==> src/rpc_pkg.sv <==
// Package for the pulse colour classifier: field widths, item structs,
// colour and register codes, and the work record passed from front to back.
// No dependencies.
package rpc_pkg;

	localparam int WidthBits = 17;
	localparam int LevelBits = 8;
	localparam int MarginBits = 8;
	localparam int RemBits = WidthBits + LevelBits;
	localparam int QueueDepth = 4;
	localparam int QueuePtrBits = $clog2(QueueDepth);

	localparam logic [LevelBits-1:0] LevelFull = 8'd255;
	localparam logic [LevelBits-1:0] BlackLimit = 8'd50;
	localparam logic [LevelBits-1:0] WhiteMaxLimit = 8'd140;
	localparam logic [LevelBits-1:0] WhiteMinLimit = 8'd90;
	localparam logic [LevelBits-1:0] WhiteSpread = 8'd90;

	typedef enum logic [2:0] {
		ColorUnknown  = 3'd0,
		ColorNoObject = 3'd1,
		ColorBlack    = 3'd2,
		ColorWhite    = 3'd3,
		ColorRed      = 3'd4,
		ColorGreen    = 3'd5,
		ColorBlue     = 3'd6
	} rpc_color_t;

	typedef enum logic [2:0] {
		RegRedLow    = 3'd0,
		RegRedHigh   = 3'd1,
		RegGreenLow  = 3'd2,
		RegGreenHigh = 3'd3,
		RegBlueLow   = 3'd4,
		RegBlueHigh  = 3'd5,
		RegNoObject  = 3'd6,
		RegMargin    = 3'd7
	} rpc_reg_t;

	typedef struct packed {
		logic [WidthBits-1:0] red_width;
		logic [WidthBits-1:0] green_width;
		logic [WidthBits-1:0] blue_width;
		logic [WidthBits-1:0] clear_width;
	} rpc_in_t;

	typedef struct packed {
		logic [LevelBits-1:0] red_level;
		logic [LevelBits-1:0] green_level;
		logic [LevelBits-1:0] blue_level;
		rpc_color_t           color_code;
	} rpc_out_t;

	typedef struct packed {
		logic                 empty;
		logic [RemBits-1:0]   rem;
		logic [WidthBits-1:0] div;
		logic [LevelBits-1:0] quo;
	} rpc_chan_t;

	typedef struct packed {
		rpc_chan_t  red;
		rpc_chan_t  green;
		rpc_chan_t  blue;
		logic       fixed;
		rpc_color_t code;
	} rpc_work_t;

endpackage

==> src/rgb_pulse_color_classifier.sv <==
// Pulse-width colour classifier, top level: front, queue and back.
// A result passes from the front register, which loads at its accepting edge, through the queue,
// the eight divider stages and the output register.
// Throughput is one item per cycle while the output does not stall.
// The queue holds four items, so the input keeps flowing briefly while the output stalls.
// Reset clears all valid flags and queue pointers and loads the default windows.
module rgb_pulse_color_classifier import rpc_pkg::*; (
	input  logic                 clk,
	input  logic                 arst_n,
	input  logic                 in_valid,
	output logic                 in_stall,
	input  rpc_in_t              in_item,
	output logic                 out_valid,
	input  logic                 out_stall,
	output rpc_out_t             out_item,
	input  logic                 cfg_we,
	input  logic [2:0]           cfg_index,
	input  logic [WidthBits-1:0] cfg_data
);

	logic      push, pop, queue_full, queue_empty;
	rpc_work_t push_data, head;

	rpc_front u_front (
		.clk        (clk),
		.arst_n     (arst_n),
		.in_valid   (in_valid),
		.in_stall   (in_stall),
		.in_item    (in_item),
		.cfg_we     (cfg_we),
		.cfg_index  (cfg_index),
		.cfg_data   (cfg_data),
		.push       (push),
		.push_data  (push_data),
		.queue_full (queue_full)
	);

	rpc_queue u_queue (
		.clk       (clk),
		.arst_n    (arst_n),
		.push      (push),
		.push_data (push_data),
		.full      (queue_full),
		.pop       (pop),
		.empty     (queue_empty),
		.head      (head)
	);

	rpc_back u_back (
		.clk         (clk),
		.arst_n      (arst_n),
		.queue_empty (queue_empty),
		.head        (head),
		.pop         (pop),
		.out_valid   (out_valid),
		.out_stall   (out_stall),
		.out_item    (out_item)
	);

endmodule

==> src/rpc_front.sv <==
// Front part: holds the configuration registers, accepts input items, clamps
// each width to its window, forms the divider operands and classifies on the
// raw widths. Depends on rpc_pkg.
module rpc_front import rpc_pkg::*; (
	input  logic                 clk,
	input  logic                 arst_n,
	input  logic                 in_valid,
	output logic                 in_stall,
	input  rpc_in_t              in_item,
	input  logic                 cfg_we,
	input  logic [2:0]           cfg_index,
	input  logic [WidthBits-1:0] cfg_data,
	output logic                 push,
	output rpc_work_t            push_data,
	input  logic                 queue_full
);

	logic [WidthBits-1:0]  red_lo_q, red_hi_q, green_lo_q, green_hi_q;
	logic [WidthBits-1:0]  blue_lo_q, blue_hi_q, no_obj_q;
	logic [MarginBits-1:0] margin_q;
	logic                  valid_s1;
	rpc_work_t             work_s1;
	rpc_work_t             work_d;
	logic                  load;
	logic [WidthBits:0]    r_sum, g_sum, b_sum;
	logic [WidthBits:0]    r_ext, g_ext, b_ext;

	function automatic rpc_chan_t prep(input logic [WidthBits-1:0] x,
			input logic [WidthBits-1:0] lo, input logic [WidthBits-1:0] hi);
		rpc_chan_t            c;
		logic [WidthBits-1:0] xc;
		logic [WidthBits-1:0] diff;
		c.empty = (hi <= lo);
		if (x < lo) begin
			xc = lo;
		end else if (x > hi) begin
			xc = hi;
		end else begin
			xc = x;
		end
		diff = xc - lo;
		c.rem = c.empty ? '0 : ({diff, {LevelBits{1'b0}}} - {{LevelBits{1'b0}}, diff});
		c.div = hi - lo;
		c.quo = '0;
		return c;
	endfunction

	always_ff @(posedge clk or negedge arst_n) begin
		if (!arst_n) begin
			red_lo_q   <= WidthBits'(55);
			red_hi_q   <= WidthBits'(90);
			green_lo_q <= WidthBits'(100);
			green_hi_q <= WidthBits'(180);
			blue_lo_q  <= WidthBits'(100);
			blue_hi_q  <= WidthBits'(180);
			no_obj_q   <= WidthBits'(120);
			margin_q   <= MarginBits'(8);
		end else if (cfg_we) begin
			case (rpc_reg_t'(cfg_index))
				RegRedLow:    red_lo_q   <= cfg_data;
				RegRedHigh:   red_hi_q   <= cfg_data;
				RegGreenLow:  green_lo_q <= cfg_data;
				RegGreenHigh: green_hi_q <= cfg_data;
				RegBlueLow:   blue_lo_q  <= cfg_data;
				RegBlueHigh:  blue_hi_q  <= cfg_data;
				RegNoObject:  no_obj_q   <= cfg_data;
				RegMargin:    margin_q   <= cfg_data[MarginBits-1:0];
				default:      ;
			endcase
		end
	end

	assign r_ext = {1'b0, in_item.red_width};
	assign g_ext = {1'b0, in_item.green_width};
	assign b_ext = {1'b0, in_item.blue_width};
	assign r_sum = r_ext + (WidthBits+1)'(margin_q);
	assign g_sum = g_ext + (WidthBits+1)'(margin_q);
	assign b_sum = b_ext + (WidthBits+1)'(margin_q);

	always_comb begin
		work_d.red   = prep(in_item.red_width, red_lo_q, red_hi_q);
		work_d.green = prep(in_item.green_width, green_lo_q, green_hi_q);
		work_d.blue  = prep(in_item.blue_width, blue_lo_q, blue_hi_q);
		work_d.fixed = 1'b1;
		work_d.code  = ColorUnknown;
		if (in_item.red_width == '0 || in_item.green_width == '0 ||
				in_item.blue_width == '0 || in_item.clear_width == '0) begin
			work_d.code = ColorUnknown;
		end else if (in_item.clear_width > no_obj_q) begin
			work_d.code = ColorNoObject;
		end else begin
			work_d.fixed = 1'b0;
			if (r_sum < g_ext && r_sum < b_ext) begin
				work_d.code = ColorRed;
			end else if (g_sum < r_ext && g_sum < b_ext) begin
				work_d.code = ColorGreen;
			end else if (b_sum < r_ext && b_sum < g_ext) begin
				work_d.code = ColorBlue;
			end else begin
				work_d.code = ColorUnknown;
			end
		end
	end

	assign load     = !valid_s1 || !queue_full;
	assign in_stall = !load;

	always_ff @(posedge clk or negedge arst_n) begin
		if (!arst_n) begin
			valid_s1 <= 1'b0;
		end else if (load) begin
			valid_s1 <= in_valid;
		end
	end

	always_ff @(posedge clk) begin
		if (load && in_valid) begin
			work_s1 <= work_d;
		end
	end

	assign push      = valid_s1 && !queue_full;
	assign push_data = work_s1;

endmodule

==> src/rpc_queue.sv <==
// Short first-in first-out queue of work records between front and back.
// Depends on rpc_pkg.
module rpc_queue import rpc_pkg::*; (
	input  logic      clk,
	input  logic      arst_n,
	input  logic      push,
	input  rpc_work_t push_data,
	output logic      full,
	input  logic      pop,
	output logic      empty,
	output rpc_work_t head
);

	rpc_work_t               mem_q [QueueDepth];
	logic [QueuePtrBits-1:0] wr_ptr_q, rd_ptr_q;
	logic [QueuePtrBits:0]   count_q;
	logic                    do_push, do_pop;

	assign full    = (count_q == (QueuePtrBits+1)'(QueueDepth));
	assign empty   = (count_q == '0);
	assign do_push = push && !full;
	assign do_pop  = pop && !empty;
	assign head    = mem_q[rd_ptr_q];

	always_ff @(posedge clk or negedge arst_n) begin
		if (!arst_n) begin
			wr_ptr_q <= '0;
			rd_ptr_q <= '0;
			count_q  <= '0;
		end else begin
			if (do_push) begin
				wr_ptr_q <= wr_ptr_q + 1'b1;
			end
			if (do_pop) begin
				rd_ptr_q <= rd_ptr_q + 1'b1;
			end
			if (do_push && !do_pop) begin
				count_q <= count_q + 1'b1;
			end else if (do_pop && !do_push) begin
				count_q <= count_q - 1'b1;
			end
		end
	end

	always_ff @(posedge clk) begin
		if (do_push) begin
			mem_q[wr_ptr_q] <= push_data;
		end
	end

endmodule

==> src/rpc_back.sv <==
// Back part: an eight-stage restoring divider, one quotient bit per stage for
// all three channels, then the level mapping, the level-based classes and the
// output register. Depends on rpc_pkg.
module rpc_back import rpc_pkg::*; (
	input  logic      clk,
	input  logic      arst_n,
	input  logic      queue_empty,
	input  rpc_work_t head,
	output logic      pop,
	output logic      out_valid,
	input  logic      out_stall,
	output rpc_out_t  out_item
);

	rpc_work_t            stage_in [LevelBits];
	rpc_work_t            div_s [LevelBits];
	logic [LevelBits-1:0] vld_s;
	logic                 adv;
	logic                 out_valid_q;
	rpc_out_t             out_q;
	rpc_out_t             out_d;
	logic [LevelBits-1:0] lr, lg, lb, mx, mn;

	function automatic rpc_chan_t chan_step(input rpc_chan_t c, input logic [2:0] sh);
		rpc_chan_t          n;
		logic [RemBits-1:0] trial;
		n = c;
		trial = {{LevelBits{1'b0}}, c.div} << sh;
		if (c.rem >= trial) begin
			n.rem = c.rem - trial;
			n.quo[sh] = 1'b1;
		end
		return n;
	endfunction

	function automatic rpc_work_t work_step(input rpc_work_t w, input logic [2:0] sh);
		rpc_work_t n;
		n = w;
		n.red   = chan_step(w.red, sh);
		n.green = chan_step(w.green, sh);
		n.blue  = chan_step(w.blue, sh);
		return n;
	endfunction

	function automatic logic [LevelBits-1:0] level(input rpc_chan_t c);
		return c.empty ? '0 : LevelFull - c.quo;
	endfunction

	assign adv = !out_valid_q || !out_stall;
	assign pop = adv && !queue_empty;

	assign stage_in[0] = head;

	always_ff @(posedge clk or negedge arst_n) begin
		if (!arst_n) begin
			vld_s <= '0;
		end else if (adv) begin
			vld_s <= {vld_s[LevelBits-2:0], pop};
		end
	end

	for (genvar k = 0; k < LevelBits; k++) begin : g_div
		if (k > 0) begin : g_link
			assign stage_in[k] = div_s[k-1];
		end

		always_ff @(posedge clk) begin
			if (adv) begin
				div_s[k] <= work_step(stage_in[k], 3'(LevelBits-1-k));
			end
		end
	end

	always_comb begin
		lr = level(div_s[LevelBits-1].red);
		lg = level(div_s[LevelBits-1].green);
		lb = level(div_s[LevelBits-1].blue);
		mx = lr;
		if (lg > mx) begin
			mx = lg;
		end
		if (lb > mx) begin
			mx = lb;
		end
		mn = lr;
		if (lg < mn) begin
			mn = lg;
		end
		if (lb < mn) begin
			mn = lb;
		end
		out_d.red_level   = lr;
		out_d.green_level = lg;
		out_d.blue_level  = lb;
		if (div_s[LevelBits-1].fixed) begin
			out_d.color_code = div_s[LevelBits-1].code;
		end else if (mx < BlackLimit) begin
			out_d.color_code = ColorBlack;
		end else if (mx > WhiteMaxLimit && mn > WhiteMinLimit && (mx - mn) < WhiteSpread) begin
			out_d.color_code = ColorWhite;
		end else begin
			out_d.color_code = div_s[LevelBits-1].code;
		end
	end

	always_ff @(posedge clk or negedge arst_n) begin
		if (!arst_n) begin
			out_valid_q <= 1'b0;
		end else if (adv) begin
			out_valid_q <= vld_s[LevelBits-1];
		end
	end

	always_ff @(posedge clk) begin
		if (adv && vld_s[LevelBits-1]) begin
			out_q <= out_d;
		end
	end

	assign out_valid = out_valid_q;
	assign out_item  = out_q;

endmodule
==> config.mk <==
export PLATFORM = sky130hd
export DESIGN_NAME = rgb_pulse_color_classifier
export DESIGN_NICKNAME = d
export VERILOG_FILES = /design/src/rpc_pkg.sv /design/src/rgb_pulse_color_classifier.sv /design/src/rpc_front.sv /design/src/rpc_queue.sv /design/src/rpc_back.sv
export SDC_FILE = /design/constraint.sdc
export NUM_CORES = 2
export LEC_CHECK = 0
export BUFFER_PORTS_ARGS = -buffer_cell sky130_fd_sc_hd__clkbuf_2
export CAP_MARGIN = 40
export CORE_MARGIN = 2
export CORE_UTILIZATION = 42
export DETAILED_ROUTE_END_ITERATION = 8
export PLACE_DENSITY = 0.54
export SYNTH_ARGS = -nofsm -noshare
export SYNTH_HDL_FRONTEND = slang
export SYNTH_HIERARCHICAL = 1
export SYNTH_SLANG_ARGS = --single-unit
export TNS_END_PERCENT = 1
==> constraint.sdc <==
create_clock -name clk -period 36.8 [get_ports clk]
set_input_delay 3.68 -clock clk [delete_from_list [all_inputs] [get_ports clk]]
set_output_delay 3.68 -clock clk [all_outputs]
set_load 0.005 [all_outputs]
==> summary.txt <==
GRT
  – Overflow after GRT: 0
  – Largest net degree at the start of global routing: roughly 160
  – Initial antenna violation count: 4
  – GRT Total Usage: 0.185
  – First-pass GRT wire length: ~380 mm
  – Vias in the first global route: around 66000

Drt
  – Vias per cell: 5.28
  – Met3 WL post-DR: 8.86 mm
  – Vias: about 66000
  – WL met2: 111 mm
  – Routed wire length: between 200 and 250 mm
  – DR top layer: met4
  – Drt first pass iters: 6
  – Remaining routing DRC violations: 0
  – Met1 Wirelength: around 120 mm
  – Drt wl/cell: 19.3 microns
  – Number of DRC markers in iteration 0: ~4400
  – Antenna viol nets, final: 0

Floorplanning
  – Row count: approximately 190
  – Core footprint: roughly 0.25 sq mm
  – Ports: 122
  – Starting Density: 0.423
  – Die H: roughly 500 microns
  – Die width: 510 microns
  – Die Area: 0.260 sq mm

Finish
  – Area grow syn2layout: 11.7%
  – Final nets: 9890
  – Fill cells: around 22000
  – Non-filler cells, final: ~13000
  – Proportion of layout cells with a drive suffix above 1: 0.109
  – Util after Layout: 0.472

CTS
  – CTS tree: built
  – Clock root buffer master: clkbuf_16
  – H-tree depth: 4
  – Bufs on Longest Clock Path: 3
  – Clock Sinks: between 2000 and 2500
  – Post-CTS Hold Buffers: 0
  – Setup bufs post-CTS: 0
  – Clk_lat worst skew: ~0.91 ns
  – Post-cts sizing count: 0
  – CTS Buf Count: ~220
  – Clock transition at the registers of the reported paths: around 0.060 ns

STA
  – Setup TNS: 0 ns
  – Slew Limit Fails: 0
  – RSZ-0062 raised after global routing: no
  – Worst Skew: 0.0985 ns
  – Fin crit share: 0.266
  – Slew margin rel.: 0.342
  – Hold WS: 0.379 ns
  – Slew @ Worst Pin: approximately 0.98 ns
  – Final setup violation count: 0
  – Fin crit period: a little under 10 ns
  – Final Hold Fails: 0
  – Max frequency: approximately 100 MHz

Critical path
  – Most used cell, CP: a21o_1
  – CP Launch Type: input pin
  – Worst EP arrival: ~10 ns
  – CP delay by family, top: compound AO/OA/AOI/OAI gates
  – Worst path buffer plus inverter count: 3
  – Reg2reg path depth: 26
  – Crit-path max FO: 33
  – Critical Path End Type: flop
  – Critical Setup Path Class: in -> reg
  – Crit path largest cell delay: about 0.45 ns
  – Critical path depth: 31
  – Critical Path Slowest Stage Cell: a2111oi_0
  – CP required: 37.40 ns

Yosys
  – Syn Area/Cell: about 12 sq um
  – Largest area contributor in the netlist: edfxtp_1
  – Ys Warns: 6
  – Post-synthesis async set-or-reset flop share: 0.0698
  – Post-synthesis sequential area ratio: 0.569
  – Mapped cell area: roughly 0.11 sq mm
  – Most used DFF post-synth: edfxtp_1
  – Largest cells by area after synthesis: edfxtp_1 (54%), ha_1 (9.2%), mux4_2 (3.3%)
  – Cell variety after synth: about 120
  – Count of state elements after synthesis: between 2000 and 2500
  – Top-area cell type share of the netlist area: 0.536
  – Mapped Cells: 8727
  – Post-synth EDFFs: 1918

Flow run
  – Count of max-cap constraint violations: 0

Power and ir drop
  – Pwr dens: approximately 110 mW/mm^2
  – VDD IR max: between 0.06 and 0.07 mV
  – Static Leak: between 40 and 50 nW

Worst hold path
  – Hold path depth: 0
  – Min-Delay Path Class: reg -> reg

Placed design
  – Placed Cells: about 12000
  – PortBufs: 121
  – HPWL after DPL: approximately 180 mm
  – GPL Wtd Cong: 0.919

Outcome
  – Outcome: finished clean
[worst register-to-register path: stages (launching register included)]
cell	delay (ns)
edfxtp_1	0.62
nor2_1	0.65
ha_1	0.36
and4_1	0.24
o211a_2	0.16
a22o_4	0.25
nor2_1	0.39
buf_4	0.27
nand2_1	0.06
o21ai_0	0.18
inv_1	0.09
ha_1	0.30
and3_1	0.20
a221o_1	0.35
or2_2	0.33
a32oi_1	0.24
nand2_1	0.08
mux2i_1	0.32
fa_1	0.24
inv_1	0.07
o311a_1	0.34
a311oi_1	0.41
o21bai_1	0.13
a21oi_1	0.19
xnor2_1	0.16
a211oi_2	0.11
or3b_1	0.44
[layer usage]
layer	up-vias	track usage
li1	32700	-
met1	31900	0.261
met2	1235	0.298
met3	354	0.0238
met4	0	0.0580
met5	-	0
[cells in the mapped netlist, types with 25 or more instances]
library cell  number
and2_1            33
a21boi_0          97
edfxtp_1        1918
o211ai_1          28
buf_4             25
xor2_1           152
clkbuf_1         129
dfrtp_1          116
o31ai_1           86
xnor2_1          291
nor4_1            77
and3_1            49
nand4_1          115
mux2i_1           30
a31oi_1           36
o21a_1            81
mux2_2           147
buf_2             27
nor2_1           543
ha_1             791
fa_1              32
o21bai_1          29
or3_1             43
o21ai_0          540
mux4_2           157
a21oi_1          488
nor3_1           143
or4_1             25
a21o_1           190
nand2_1          622
nand2b_1         113
a211oi_1          47
nor2b_1           99
nand3_1          107
inv_1            894
or2_2             51
dfstp_2           28
[state kept, by name (all words and copies together) (netlist names), 3 cells and up]
signal              cells
u_front/red_lo_q       17
u_front/margin_q        8
u_front/red_hi_q       17
u_queue/mem_q         628
u_queue/count_q         3
u_front/green_hi_q     17
u_back/out_item        27
u_front/push_data     133
u_back/div_s         1130
u_front/green_lo_q     17
u_front/blue_lo_q      17
u_front/blue_hi_q      17
u_back/vld_s            8
u_front/no_obj_q       17
[metrics by stage]
| step | setup slack (ns) | instance area (sq um) | total power (W) |
|---|---|---|---|
| after floorplan | 6.00 | 108000 | 0.00918 |
| after global placement | 26.15 | 112000 | 0.0103 |
| after detailed placement | 26.24 | 113000 | 0.0105 |
| after CTS | 27.21 | 120000 | 0.0128 |
| after global routing | 26.44 | 120000 | 0.0137 |
| final | 27.00 | 120000 | 0.0127 |
[worst paths after layout]
path | startpoint | to | slack, ns
min in group asynchronous | arst_n | u_front/margin_q[2]$_DFFE_PN0P_ | 2.83
setup / recovery | in_item[35] | u_front/push_data[102]$_SDFFCE_PP0P_ | 27.00
setup reg to reg | u_back/div_s[1][576]$_DFFE_PN_ | u_back/out_item[1]$_DFFE_PP_ | 29.35
hold reg to reg | u_back/div_s[0][264]$_DFFE_PN_ | u_back/div_s[0][421]$_DFFE_PN_ | 0.38
hold / removal | u_back/div_s[0][264]$_DFFE_PN_ | u_back/div_s[0][421]$_DFFE_PN_ | 0.38
max in group asynchronous | arst_n | u_front/red_lo_q[2]$_DFFE_PN1P_ | 32.73
[where the power goes]
part	internal [W]	total, W	leakage, nW	switching (W)
clock	0.00132	0.00225	3.60	0.000927
sequential	0.00396	0.00446	20.1	0.000500
combinational	0.00253	0.00596	23.2	0.00343
[area by class of cell]
class / count / area, sq um / share of cell area
sequential: 2062 / 61200 / 0.510
multi-input combinational: 5591 / 42200 / 0.351
clock buffer: 244 / 5530 / 0.0461
tap: 3366 / 4210 / 0.0351
inverter: 894 / 3360 / 0.0279
clock inverter: 160 / 1980 / 0.0165
timing repair buffer: 209 / 1590 / 0.0133
antenna: 3 / 7.51 / 0.0000625
[cell families (layout without fill, tap and decap cells)]
kind of cell / Yosys count / count (layout) / share of synthesized area
AND/OR/NAND/NOR: 2121 / 2121 / 0.0959
XOR/XNOR: 446 / 446 / 0.0366
multiplexers: 335 / 335 / 0.0512
buffers and inverters: 1097 / 1507 / 0.0407
flip-flops: 2062 / 2062 / 0.569
AO/OA/AOI/OAI: 1838 / 1838 / 0.108
other: 1 / 27 / 0.0000349
adder cells (fa/ha/maj): 827 / 827 / 0.0984
[cell usage in the layout (no fill, tap or decap), types with 98 or more instances in the layout]
cell,synthesis,layout
clkbuf_2,0,120
inv_1,894,894
xor2_1,152,152
mux2_2,147,147
nand4_1,115,115
nand2_1,622,621
nor3_1,143,141
a21oi_1,488,480
nor2_1,543,543
mux4_2,157,157
nand3_1,107,107
o21ai_0,540,540
nor2b_1,99,98
a21o_1,190,190
dfrtp_1,116,114
edfxtp_1,1918,1918
nand2b_1,113,113
clkbuf_16,0,216
ha_1,791,791
xnor2_1,291,291
Note: power is estimated with default switching activity, not from simulation.
